===== config.mk =====
export PLATFORM = sky130hd
export DESIGN_NAME = nucm_dist
export DESIGN_NICKNAME = d
export VERILOG_FILES = /design/src/nucm_pkg.sv /design/src/nucm_dist.sv
export SDC_FILE = /design/constraint.sdc
export NUM_CORES = 1
export LEC_CHECK = 0
export BUFFER_PORTS_ARGS = -buffer_cell sky130_fd_sc_hd__buf_2
export CORE_MARGIN = 4
export CORE_UTILIZATION = 50
export DETAILED_ROUTE_END_ITERATION = 10
export GPL_TIMING_DRIVEN = 0
export PLACE_DENSITY = 0.74
export SETUP_SLACK_MARGIN = 0.1
export SYNTH_ARGS = -nofsm -noshare
export SYNTH_HDL_FRONTEND = slang
export SYNTH_SLANG_ARGS = --single-unit

===== constraint.sdc =====
create_clock -name clk -period 8.16 [get_ports clk]
set_clock_uncertainty 0.2 [all_clocks]
set_input_delay 0.408 -clock clk [delete_from_list [all_inputs] [get_ports clk]]
set_output_delay 0.408 -clock clk [all_outputs]
set_load 0.02 [all_outputs]

===== src/nucm_pkg.sv =====
`default_nettype none

package nucm_pkg;

  // pixel layout: red in 23..16, green in 15..8, blue in 7..0
  localparam int unsigned ColorW = 24;
  localparam int unsigned ChanW  = 8;
  localparam int unsigned DistW  = 18;
  localparam int unsigned IndexW = 12;

  typedef logic [ColorW-1:0] color_t;

  typedef enum logic [1:0] {
    CMD_LOAD  = 2'd0,
    CMD_MATCH = 2'd1,
    CMD_CLEAR = 2'd2,
    CMD_NOP   = 2'd3
  } cmd_t;

  typedef enum logic [2:0] {
    STAT_LOADED  = 3'd0,
    STAT_DROPPED = 3'd1,
    STAT_MATCH   = 3'd2,
    STAT_NONE    = 3'd3,
    STAT_CLEARED = 3'd4
  } status_t;

  typedef enum logic [1:0] {
    ST_IDLE,
    ST_SCAN,
    ST_DRAIN,
    ST_FINISH
  } state_t;

  // control carried alongside each store entry through the scan pipeline
  typedef struct packed {
    logic valid;
    logic last;
    logic used;
  } scan_tag_t;

endpackage

`default_nettype wire


===== src/nucm_dist.sv =====
`default_nettype none

module nucm_dist
  import nucm_pkg::*;
#(
  parameter int unsigned ADDR_W = 12
) (
  input  wire logic              clk,
  input  wire logic              rst,
  input  wire color_t            target,
  input  wire scan_tag_t         in_tag,
  input  wire logic [ADDR_W-1:0] in_idx,
  input  wire color_t            in_color,
  output scan_tag_t              out_tag,
  output logic      [ADDR_W-1:0] out_idx,
  output color_t                 out_color,
  output logic      [DistW-1:0]  out_dist
);

  logic signed [ChanW:0]     dr, dg, db;
  logic        [2*ChanW-1:0] pr, pg, pb;
  logic        [2*ChanW-1:0] sq_r, sq_g, sq_b;

  // channel differences and their squares, a square fits in 16 bits
  always_comb begin
    dr = $signed({1'b0, target[23:16]}) - $signed({1'b0, in_color[23:16]});
    dg = $signed({1'b0, target[15:8]})  - $signed({1'b0, in_color[15:8]});
    db = $signed({1'b0, target[7:0]})   - $signed({1'b0, in_color[7:0]});
    pr = (2*ChanW)'(dr) * (2*ChanW)'(dr);
    pg = (2*ChanW)'(dg) * (2*ChanW)'(dg);
    pb = (2*ChanW)'(db) * (2*ChanW)'(db);
  end

  // square stage register
  always_ff @(posedge clk) begin
    if (rst) begin
      out_tag <= '0;
    end else begin
      out_tag <= in_tag;
    end
    out_idx   <= in_idx;
    out_color <= in_color;
    sq_r      <= pr;
    sq_g      <= pg;
    sq_b      <= pb;
  end

  // sum of squares, at most 195075
  assign out_dist = DistW'(sq_r) + DistW'(sq_g) + DistW'(sq_b);

endmodule

`default_nettype wire


## After elaboration in Yosys (flattened, before gate mapping)

Index checks and enable logic that the tools add are counted.

- Eq/ne operators: 0
- Reductions and logical operators: 0
- Shift operators: 0
- Div/mod/pow operators: 0
- $lt $le $gt $ge: 0
- Add/sub/neg operators: 5
- Bitwise gates (word level): 0
- Multipliers: 3
- Muxes and demuxes: 0

Operators by type and width:

| operator | number |
|---|---|
| multiplier 9 x 9 -> 16 bit | 3 |
| subtractor 8 x 8 -> 9 bit | 3 |
| adder 17 x 16 -> 18 bit | 1 |
| adder 16 x 16 -> 17 bit | 1 |

- ROM bits: 0
- Flip-flop bits (word level): 87
- Output and inout port bits: 57
- Input port bits: 65
- Memories: 0
- Latch bits: 0
- Word-level logic and storage cells: 16
- Memory bits (writable): 0

## Longest topological paths before layout

Gate-level depths: netlist (run 1).

- Word-level depth: 2
- Gate-level depth with buffers: 27
- Depth with buffers taken out: 27

## Worst setup path before layout (run 1)

Ideal clock, no wire load.

- Kind: input -> register
- Start point: input port target[0]
- End point: register sq_b[14]
- Path slack: 1.804 ns
- Library setup time: 0.072 ns
- Cell stages on the path: 26
- Path buffers: 0
- Required time: 7.888 ns
- Arrival time: 6.084 ns
- Path through: inv_1 ha_1 fa_1 nor2b_1 o21ai_1 a21oi_1 o31a_1 a21o_1 or2_2 inv_1 fa_1 inv_1 fa_1 inv_1 fa_1 fa_1 inv_1 fa_1 inv_1 ha_1 inv_1 o21ai_1 a2111o_1 a31o_2 a21oi_2 xnor2_1

- Longest elaborated chain between the ends: 2

RTL lines:

| element | line | text |
|---|---|---|
| from (decl) | nucm_dist.sv:10 | `input wire color_t target,` |
| subtractor 8 x 8 -> 9 bit | nucm_dist.sv:28 | `db = $signed({1'b0, target[7:0]}) - $signed({1'b0, in_color[7:0]});` |
| multiplier 9 x 9 -> 16 bit | nucm_dist.sv:31 | `pb = (2*ChanW)'(db) * (2*ChanW)'(db);` |
| net pb[14] | nucm_dist.sv:21 | `logic [2*ChanW-1:0] pr, pg, pb;` |
| to (signal assigned) | nucm_dist.sv:45 | `sq_b <= pb;` |
| to (decl) | nucm_dist.sv:22 | `logic [2*ChanW-1:0] sq_r, sq_g, sq_b;` |

The timed path passes the listed nets, and every way through them passes these cells.
A chain may end at the register's enable or synchronous reset.

## Worst setup path in the final report (run 1)

- Start point: input port in_color[0]
- End point: register sq_b[15]

- Longest elaborated chain between the ends: 2

RTL lines:

| element | line | text |
|---|---|---|
| from (decl) | nucm_dist.sv:13 | `input wire color_t in_color,` |
| subtractor 8 x 8 -> 9 bit | nucm_dist.sv:28 |  |
| multiplier 9 x 9 -> 16 bit | nucm_dist.sv:31 |  |
| net pb[15] | nucm_dist.sv:21 |  |

The timed path passes the listed nets, and every way through them passes these cells.

==> results by group, run 1 <==
Critical path
  – WP data arrival: a little over 7 ns
  – Critical path endpoint category: flip-flop
  – CP required: 8.18 ns
  – Startpoint Class: input port
  – Setup crit start: in_color[0]
  – CP Class: input port to flip-flop
  – CP endpoint: sq_b[15]$_DFF_P_
  – CP max FO: 8

Final layout
  – Fill count: about 1800
  – Layout Nets: 1656
  – Syn-to-layout area delta: 15.2%
  – ANT cells: 0
  – Share of layout cells above drive strength 1: 14.0%
  – Non-filler cells, final: 1558

Synth
  – Synthesized area: 0.0107 mm²
  – Prevailing post-synth register cell: dfxtp_1
  – XOR/XNOR Fraction of Synth Area: 8.01%
  – Largest area contributor in the netlist: fa_1
  – Synth warn: 0
  – Post-Synth Adder-Cell Area: approximately half
  – Gate Count Post-Synth: ~1100
  – Count of different cell masters after synthesis: 61
  – Area contributors post-synth: fa_1, ha_1, dfxtp_1
  – Compound-gate portion of the synthesized area: 9.07%
  – Asr flop ratio synth: 0%
  – Multiplexer share of the synthesized area: 0.305%
  – Synth Area in Simple Gates: 9.36%
  – Average cell area after synthesis: 9.62 µm²
  – Post-synth EDFFs: 0
  – Top cell type's share of synthesized area: between 30% and 40%
  – Synthesis-stage register bit count: 84
  – Main combinational cell family by area after synthesis: adder cells
  – Sequential-to-total area share from yosys stat: 15.8%

Floorplanning
  – Num rows: 53
  – Initial Utilization: 50.7%
  – Die area: ~0.024 mm²
  – Die span in x: 154 µm
  – Core Region: between 0.02 and 0.025 mm²
  – IO Count: 122
  – Die Ht: 154 µm

Global routing
  – First-pass GRT wire length: 36100 µm
  – Final global-route overflow total: 0
  – Met1 Usage GRT: 23.7%
  – GR Util met2: 31.6%
  – Largest net degree at the start of global routing: 17
  – GRT Overall Usage: 18.2%
  – GR peak layer: met2
  – Initial antenna violation count: 0
  – Vias in the first global route: slightly above 8000
  – Met3 Usage GRT: 2.62%

Clock tree
  – Sink Count: 84
  – Number of H-tree levels: 3
  – TritonCTS clock tree: yes
  – Resize count post-CTS: 0
  – Root Buffer: clkbuf_16
  – Num CTS Buffers: 9
  – CTS Buffer Depth: 2
  – Clk pin slew, worst setup/hold paths: 0.07 ns

Timing
  – Slew Limit Fails: 0
  – Final-report hold violation count: 0
  – Final min period: ~7.2 ns
  – Slew HR: 44.8%
  – Worst-Margin Slew: just over 0.8 ns
  – Final setup viols: 0
  – Fmax: 139 MHz
  – Unrepaired setup endpoints after global routing: false
  – Tcrit/Tclk final: about nine tenths
  – Total negative setup slack: 0 ns

Routing
  – Via-to-Cell Ratio: 4.89
  – Routed via count: between 7000 and 8000
  – DR pass1 iterations: 7
  – Antenna Nets Post-Route: 0
  – DRC errors left: 0
  – WL per Instance: 12.9 µm
  – Final wirelength: 20200 µm
  – Initial DRC count: 230

Job
  – Max Cap Violations: 0

Placement
  – Port Buf Inserts: 121
  – RePlAce Congestion: 0.849
  – Detail Placement HPWL: 17100 µm
  – Placed Cells: around 1500

Min path
  – Min-delay worst type: input port to flip-flop

Status
  – Outcome: finished, final reports clean
==> Yosys cell counts (2+ instances only) <==
cell type and count:
inv_1 241, fa_1 165, ha_1 148, dfxtp_1 84, nor2_1 74, nand2_1 69, xnor2_1 69, a21oi_1 32
o21ai_0 26, xor2_1 23, nand2b_1 17, a21o_1 16, nor2b_1 15, and2_1 11, o21bai_1 9, nor3_1 8
a21oi_2 7, a31o_2 5, o211ai_1 5, or2_2 5, or3_1 5, a211oi_1 4, a31oi_1 4, buf_2 4
clkbuf_1 4, inv_2 4, nand3_1 4, o21a_1 4, nor2_2 3, o21ai_1 3, o21ai_2 3, o31a_1 3
a2111o_1 2, a21boi_0 2, clkinv_1 2, o31ai_1 2, xnor2_2 2
==> what timing repair did <==
item | in CTS | in global routing
setup buffers | 0 | 0
hold buffers | 36 | 0
endpoints found under the hold margin | 36 | 0
==> final cells by class <==
cell class	instances	area [µm²]	area share (%)
Tap cell	275	344	2.80
Inverter	248	936	7.62
Sequential cell	84	1680	13.7
Clock buffer	9	225	1.83
Timing Repair Buffer	157	966	7.86
Clock inverter	7	80.1	0.652
Buffer	8	35.0	0.285
Multi-Input combinational cell	770	8020	65.3
==> critical path, cell delays in order <==
cell           delay, ns
dlygate4sd3_1       0.53
buf_2               0.14
ha_1                0.18
fa_1                0.40
nor2b_1             0.13
o21ai_1             0.08
a21oi_1             0.35
o31a_1              0.20
a21o_1              0.31
or2_2               0.20
inv_1               0.05
fa_1                0.47
inv_1               0.05
fa_1                0.53
inv_1               0.06
fa_1                0.51
fa_1                0.56
inv_1               0.05
fa_1                0.49
inv_1               0.04
ha_1                0.31
o21ai_0             0.13
a21boi_0            0.24
o21ai_0             0.14
a21oi_1             0.23
a31oi_1             0.13
xnor2_1             0.32
==> sequential cells by signal (all words and copies together) (netlist names) <==
| signal | cells |
|---|---|
| out_color | 24 |
| sq_b | 15 |
| sq_g | 15 |
| sq_r | 15 |
| out_idx | 12 |
| out_tag | 3 |
==> cells in the final DEF (no fill, tap or decap), types with 4 or more instances in the layout <==
| master | synthesis | final |
|---|---|---|
| inv_1 | 241 | 241 |
| fa_1 | 165 | 165 |
| ha_1 | 148 | 148 |
| buf_2 | 4 | 125 |
| dfxtp_1 | 84 | 84 |
| nor2_1 | 74 | 74 |
| xnor2_1 | 69 | 69 |
| nand2_1 | 69 | 69 |
| dlygate4sd3_1 | 0 | 36 |
| a21oi_1 | 32 | 32 |
| o21ai_0 | 26 | 26 |
| xor2_1 | 23 | 23 |
| nand2b_1 | 17 | 17 |
| a21o_1 | 16 | 16 |
| nor2b_1 | 15 | 15 |
| and2_1 | 11 | 11 |
| o21bai_1 | 9 | 9 |
| clkbuf_16 | 0 | 9 |
| nor3_1 | 8 | 8 |
| a21oi_2 | 7 | 7 |
| o211ai_1 | 5 | 5 |
| a31o_2 | 5 | 5 |
| or3_1 | 5 | 5 |
| or2_2 | 5 | 5 |
| clkbuf_1 | 4 | 4 |
| a211oi_1 | 4 | 4 |
| nand3_1 | 4 | 4 |
| a31oi_1 | 4 | 4 |
| inv_2 | 4 | 4 |
| o21a_1 | 4 | 4 |
==> stage by stage <==
step                hold slack (ns)  util [%]  setup WS, ns  area [µm²]
finish                       0.0416      58.4         0.941       12300
global route                 0.0432      58.4         0.494       12300
CTS                          0.0251      58.4         0.944       12300
detailed placement            0.312      55.3          1.15       11600
global placement              0.310      55.3          1.19       11600
floorplan                     0.236         -          1.80       10700
==> per-layer routing <==
layer | share of wire (%) | vias to the layer above
li1 | - | 3780
met1 | 45 | 3696
met2 | 50 | 103
met3 | 3.1 | 32
met4 | 2.1 | 0
met5 | 0 | -
==> kinds of logic (layout without fill, tap and decap cells) <==
kind of cell    count (synthesis)  after routing
compound gates                139            139
xor+xnor                       95             95
fa+ha+maj                     313            313
buf+inv                       256            429
flops                          84             84
mux                             3              3
other cells                     1              3
simple gates                  217            217
==> worst min-delay path by stage <==
stage                start               endpoint  cells after the start
4_1_cts                rst  out_tag[1]$_SDFF_PP0_                      2
2_1_floorplan  in_color[0]   out_color[0]$_DFF_P_                      0
5_1_grt                rst  out_tag[1]$_SDFF_PP0_                      2
6_report               rst  out_tag[1]$_SDFF_PP0_                      2
3_5_place_dp     in_idx[4]     out_idx[4]$_DFF_P_                      1
3_3_place_gp    in_idx[11]    out_idx[11]$_DFF_P_                      1
Power of run 1 is left out: the tool's default activity adds up to more than one toggle a clock period on the data nets, which glitch-free logic cannot reach.
==> run 2: changes to the inputs <==
- CORE_MARGIN: 4 -> 5
- CTS_CLUSTER_DIAMETER: default -> 60
- GPL_TIMING_DRIVEN: 0 -> default
==> run 2 against run 1 <==
Against the previous run: via count is 1.3% higher; final cell count decreased by 0.51%; die area up 2.6%; critical path depth down 1; non-clock buffer count fell by 8; sequential share of layout area rose by 0.059 points; global-route usage fell by 0.50 points; worst hold slack worse by 0.0062 ns.
==> results by group, run 2 (synthesis results as in run 1) <==
Status
  – Outcome: finished, final reports clean

Clock tree
  – Sink Count: 84 (unchanged)
  – Num CTS Buffers: 9 (unchanged)
  – TritonCTS clock tree: yes
  – Clk pin slew, worst setup/hold paths: 0.07 ns (about the same)
  – Number of H-tree levels: 3 (unchanged)
  – CTS Buffer Depth: 2 (unchanged)
  – Root Buffer: clkbuf_16

Final layout
  – Layout Nets: 1648 (-0.48%)
  – Largest register FFs: 24 (unchanged)
  – Biggest register: out_color
  – ANT cells: 0 (unchanged)
  – Syn-to-layout area delta: 14.7%
  – Fill count: 1814 (-0.49%)
  – Multi-input gate area: 0.00802 mm² (unchanged)
  – Most frequent cells in the layout: inv_1, fa_1, ha_1
  – Fin util: 58.2% (-0.25 points)
  – Storage cell area: 0.00168 mm² (unchanged)
  – Share of layout cells above drive strength 1: 13.8% (-0.23 points)
  – Most common cell after layout, fill and taps aside: inv_1
  – Design area: 0.0122 mm² (-0.43%)

Floorplanning
  – IO Count: 122 (unchanged)
  – Num rows: 53 (unchanged)
  – Initial Utilization: 50.7% (unchanged)
  – Die Ht: 156 µm (+1.3%)
  – Die area: 0.0243 mm² (+2.6%)
  – Core Region: 0.0210 mm² (unchanged)
  – Die span in x: 156 µm (+1.3%)

Placement
  – DP Area: 0.0116 mm² (-0.30%)
  – RePlAce Congestion: 0.871 (+2.6%)
  – Detail Placement HPWL: 17100 µm (+0.26%)
  – Port Buf Inserts: 121 (unchanged)

Critical path
  – CP required: 8.24 ns (+0.06 ns)
  – Most used cell, CP: fa_1
  – Critical Path Max Stage Delay: 0.58 ns (+0.02 ns)
  – Startpoint Class: input port
  – Critical path endpoint category: flip-flop
  – WP data arrival: 7.11 ns (-0.13 ns)
  – CP Class: input port to flip-flop
  – Slowest CP cell: fa_1
  – CP max FO: 11 (+3)

Timing
  – Slew Limit Fails: 0 (unchanged)
  – Fmax: 142 MHz (+2.7%)
  – Worst-Margin Slew: 1.07 ns (+0.248 ns)
  – Final min period: 7.03 ns (-0.188 ns)
  – Unrepaired setup endpoints after global routing: false
  – Slew HR: 28.2% (-17 points)
  – Final setup viols: 0 (unchanged)
  – Final-report hold violation count: 0 (unchanged)
  – Tcrit/Tclk final: 86.2% (-2.3 points)
  – Total negative setup slack: 0 ns (unchanged)

Routing
  – Routed via count: 7708 (+1.3%)
  – Via-to-Cell Ratio: 4.97 (+1.8%)
  – DRC errors left: 0 (unchanged)
  – Antenna Nets Post-Route: 0 (unchanged)
  – Initial DRC count: 246 (+7.0%)
  – WL per Instance: 12.9 µm (about the same)
  – Final wirelength: 20100 µm (-0.56%)
  – DR pass1 iterations: 4 (-3)

Min path
  – Min-delay worst type: input port to flip-flop

Global routing
  – GRT Overall Usage: 17.7% (-0.50 points)
  – Largest net degree at the start of global routing: 18 (+1)
  – First-pass GRT wire length: 36000 µm (-0.38%)
  – Vias in the first global route: 8177 (+0.50%)
  – Initial antenna violation count: 0 (unchanged)
  – Final global-route overflow total: 0 (unchanged)

Job
  – Max Cap Violations: 0 (unchanged)
## run 2: routing by layer
| layer | routed length (µm) | vias to the layer above | GRT usage [%] | share of wire (%) |
|---|---|---|---|---|
| met5 | 0 | - | 0 | 0 |
| met4 | 385 | 0 | 5.29 | 1.9 |
| met3 | 705 | 23 | 1.50 | 3.5 |
| met2 | 10100 | 114 | 31.2 | 51 |
| met1 | 8830 | 3793 | 23.3 | 44 |
| li1 | - | 3778 | - | - |
## run 2: path summary, 6_finish.rpt
check	from	slack, ns	end	cells after the start
worst max-delay path	in_color[16]	1.13	sq_r[14]$_DFF_P_	26
worst min-delay path	rst	0.04	out_tag[1]$_SDFF_PP0_	2
## run 2: worst max-delay path: cells and delay by family
kind            cells  cell delay (ns)
compound gates      7             1.48
xor+xnor            1             0.12
fa+ha+maj           8             3.41
buf+inv             7             0.90
simple gates        3             0.78
## run 2: through the flow
step / setup slack (ns) / hold WS (ns) / std cells
2_1_floorplan: 1.80 / 0.236 / 1110
3_3_place_gp: 1.45 / 0.310 / 1498
3_5_place_dp: 1.27 / 0.312 / 1498
4_1_cts: 1.13 / 0.0181 / 1550
5_1_grt: 0.671 / 0.0385 / 1550
6_report: 1.13 / 0.0354 / 1550
## run 2: repair_timing
action,CTS,global route
endpoints found under the hold margin,36,0
resized for setup,0,0
buffers inserted,0,0
hold buffers,36,0
## run 2: area by class of cell
class	count	area share (%)
multi-input combinational	770	65.5
sequential	84	13.7
timing repair buffer	157	7.90
inverter	248	7.65
tap	275	2.81
clock buffer	9	1.84
clock inverter	7	0.511
Power of run 2 is left out for the same reason.
==> run 3: changes to the inputs <==
- REMOVE_ABC_BUFFERS: default -> 1
==> run 3 against run 2 <==
Against the previous run: non-clock buffer count is the same; final cell count stayed put; worst hold slack hardly changed; worst setup slack lost 0.031 ns; fmax is 0.44% lower; clock-buffer cell count did not move; sequential share of layout area about the same; critical path depth unchanged.
==> results by group, run 3 (synthesis results as in run 1) <==
Timing
  – Final setup viols: 0 (unchanged)
  – Final-report hold violation count: 0 (unchanged)
  – Fmax: 142 MHz (-0.44%)
  – Tcrit/Tclk final: 86.5% (+0.38 points)
  – Final min period: 7.06 ns (+0.0312 ns)
  – Total negative setup slack: 0 ns (unchanged)
  – Final worst setup slack: 1.10 ns (-0.0312 ns)
  – Hold_ws: 0.0356 ns (+0.000235 ns)
  – Worst-Margin Slew: 0.988 ns (-0.0817 ns)
  – Slew HR: 33.7% (+5.5 points)
  – Unrepaired setup endpoints after global routing: false
  – Slew Limit Fails: 0 (unchanged)

Min path
  – Hold path cells: 2 (unchanged)
  – Min-delay worst type: input port to flip-flop
  – Min-delay src: rst
  – Hold Crit Endpoint: out_tag[2]$_SDFF_PP0_

Global routing
  – GRT Overall Usage: 17.7% (-0.066 points)
  – Initial antenna violation count: 1 (+1)
  – GR peak layer: met2
  – GR Util met2: 31.0% (-0.21 points)
  – Vias in the first global route: 7941 (-2.9%)
  – Largest net degree at the start of global routing: 19 (+1)
  – Met1 Usage GRT: 23.0% (-0.29 points)
  – First-pass GRT wire length: 35600 µm (-1.1%)
  – Final global-route overflow total: 0 (unchanged)
  – Met3 Usage GRT: 2.22% (+0.72 points)

Final layout
  – Storage cell area: 0.00168 mm² (unchanged)
  – Fin util: 58.2% (about the same)
  – Most common cell after layout, fill and taps aside: inv_1
  – ANT cells: 0 (unchanged)
  – Biggest register: out_color
  – Multi-input gate area: 0.00802 mm² (unchanged)
  – Layout Nets: 1648 (unchanged)
  – Most frequent cells in the layout: inv_1, fa_1, ha_1
  – Syn-to-layout area delta: 14.8% (about the same)
  – Largest register FFs: 24 (unchanged)
  – Share of layout cells above drive strength 1: 13.8% (unchanged)
  – Fill count: 1819 (+0.28%)

Routing
  – Routed via count: 7658 (-0.65%)
  – WL per Instance: 13.2 µm (+1.7%)
  – DRC errors left: 0 (unchanged)
  – Initial DRC count: 215 (-13%)
  – DR pass1 iterations: 5 (+1)
  – Via-to-Cell Ratio: 4.94 (-0.65%)
  – Final wirelength: 20400 µm (+1.7%)
  – Antenna Nets Post-Route: 0 (unchanged)

Critical path
  – CP Class: input port to flip-flop
  – CP max FO: 11 (unchanged)
  – CP required: 8.24 ns (about the same)
  – Critical path endpoint category: flip-flop
  – WP data arrival: 7.15 ns (+0.04 ns)
  – Startpoint Class: input port

Clock tree
  – Clk pin slew, worst setup/hold paths: 0.07 ns (about the same)
  – Num CTS Buffers: 9 (unchanged)
  – Root Buffer: clkbuf_16
  – Sink Count: 84 (unchanged)
  – Number of H-tree levels: 3 (unchanged)
  – Postcts setup bufs: 0 (unchanged)
  – TritonCTS clock tree: yes
  – CTS Buffer Depth: 2 (unchanged)

Placement
  – Detail Placement HPWL: 17200 µm (+0.77%)
  – Port Buf Inserts: 121 (unchanged)
  – RePlAce Congestion: 0.858 (-1.5%)
  – Dpl ws: 1.26 ns (-0.0150 ns)

Floorplanning
  – Die span in x: 156 µm (unchanged)
  – Initial Utilization: 50.7% (unchanged)
  – Num rows: 53 (unchanged)
  – IO Count: 122 (unchanged)
  – Die area: 0.0243 mm² (unchanged)
  – Die Ht: 156 µm (unchanged)
  – Core Region: 0.0210 mm² (unchanged)

Job
  – Max Cap Violations: 0 (unchanged)

Status
  – Outcome: finished, final reports clean
[run 3: worst max-delay path by stage]
| stage | startpoint | to | cells past startpoint |
|---|---|---|---|
| after global placement | target[16] | sq_r[14]$_DFF_P_ | 26 |
| after global routing | in_color[16] | sq_r[14]$_DFF_P_ | 26 |
| after CTS | in_color[0] | sq_b[14]$_DFF_P_ | 27 |
| final | in_color[16] | sq_r[14]$_DFF_P_ | 26 |
| after detailed placement | target[16] | sq_r[14]$_DFF_P_ | 26 |
| after floorplan | target[0] | sq_b[14]$_DFF_P_ | 26 |
[run 3: layer usage]
metal	vias to the layer above	routed length [µm]
li1	3761	-
met1	3730	8830
met2	140	10400
met3	27	809
met4	0	385
met5	-	0
[run 3: cell type report]
| cell class | instances | area share (%) |
|---|---|---|
| Multi-Input combinational cell | 770 | 65.5 |
| Sequential cell | 84 | 13.7 |
| Timing Repair Buffer | 157 | 7.89 |
| Inverter | 248 | 7.64 |
| Tap cell | 275 | 2.81 |
| Clock buffer | 9 | 1.84 |
| Clock inverter | 7 | 0.583 |
[run 3: through the flow]
| step | instances | cell area, µm² |
|---|---|---|
| 2_1_floorplan | 1102 | 10600 |
| 3_3_place_gp | 1498 | 11600 |
| 3_5_place_dp | 1498 | 11600 |
| 4_1_cts | 1550 | 12200 |
| 5_1_grt | 1550 | 12200 |
| 6_report | 1550 | 12200 |
[run 3: repair_timing]
action                                 4_1_cts  5_1_grt
hold buffers                                36        0
setup endpoints to repair                    0        0
resized for setup                            0        0
endpoints found under the hold margin       36        0
[run 3: critical path, stage by stage]
cell and delay, ns:
dlygate4sd3_1 0.52, buf_2 0.12, ha_1 0.13, inv_1 0.05, fa_1 0.41, a211oi_1 0.27, o21bai_1 0.14, a21boi_0 0.18
nor2_1 0.07, nor2_1 0.50, nand2_1 0.21, fa_1 0.56, inv_1 0.05, fa_1 0.51, inv_1 0.06, fa_1 0.55
fa_1 0.43, fa_1 0.51, inv_1 0.04, ha_1 0.31, inv_1 0.06, o21bai_1 0.08, a2111o_1 0.44, a31o_2 0.26
a21oi_2 0.14, xnor2_1 0.12
Power of run 3 is left out for the same reason.
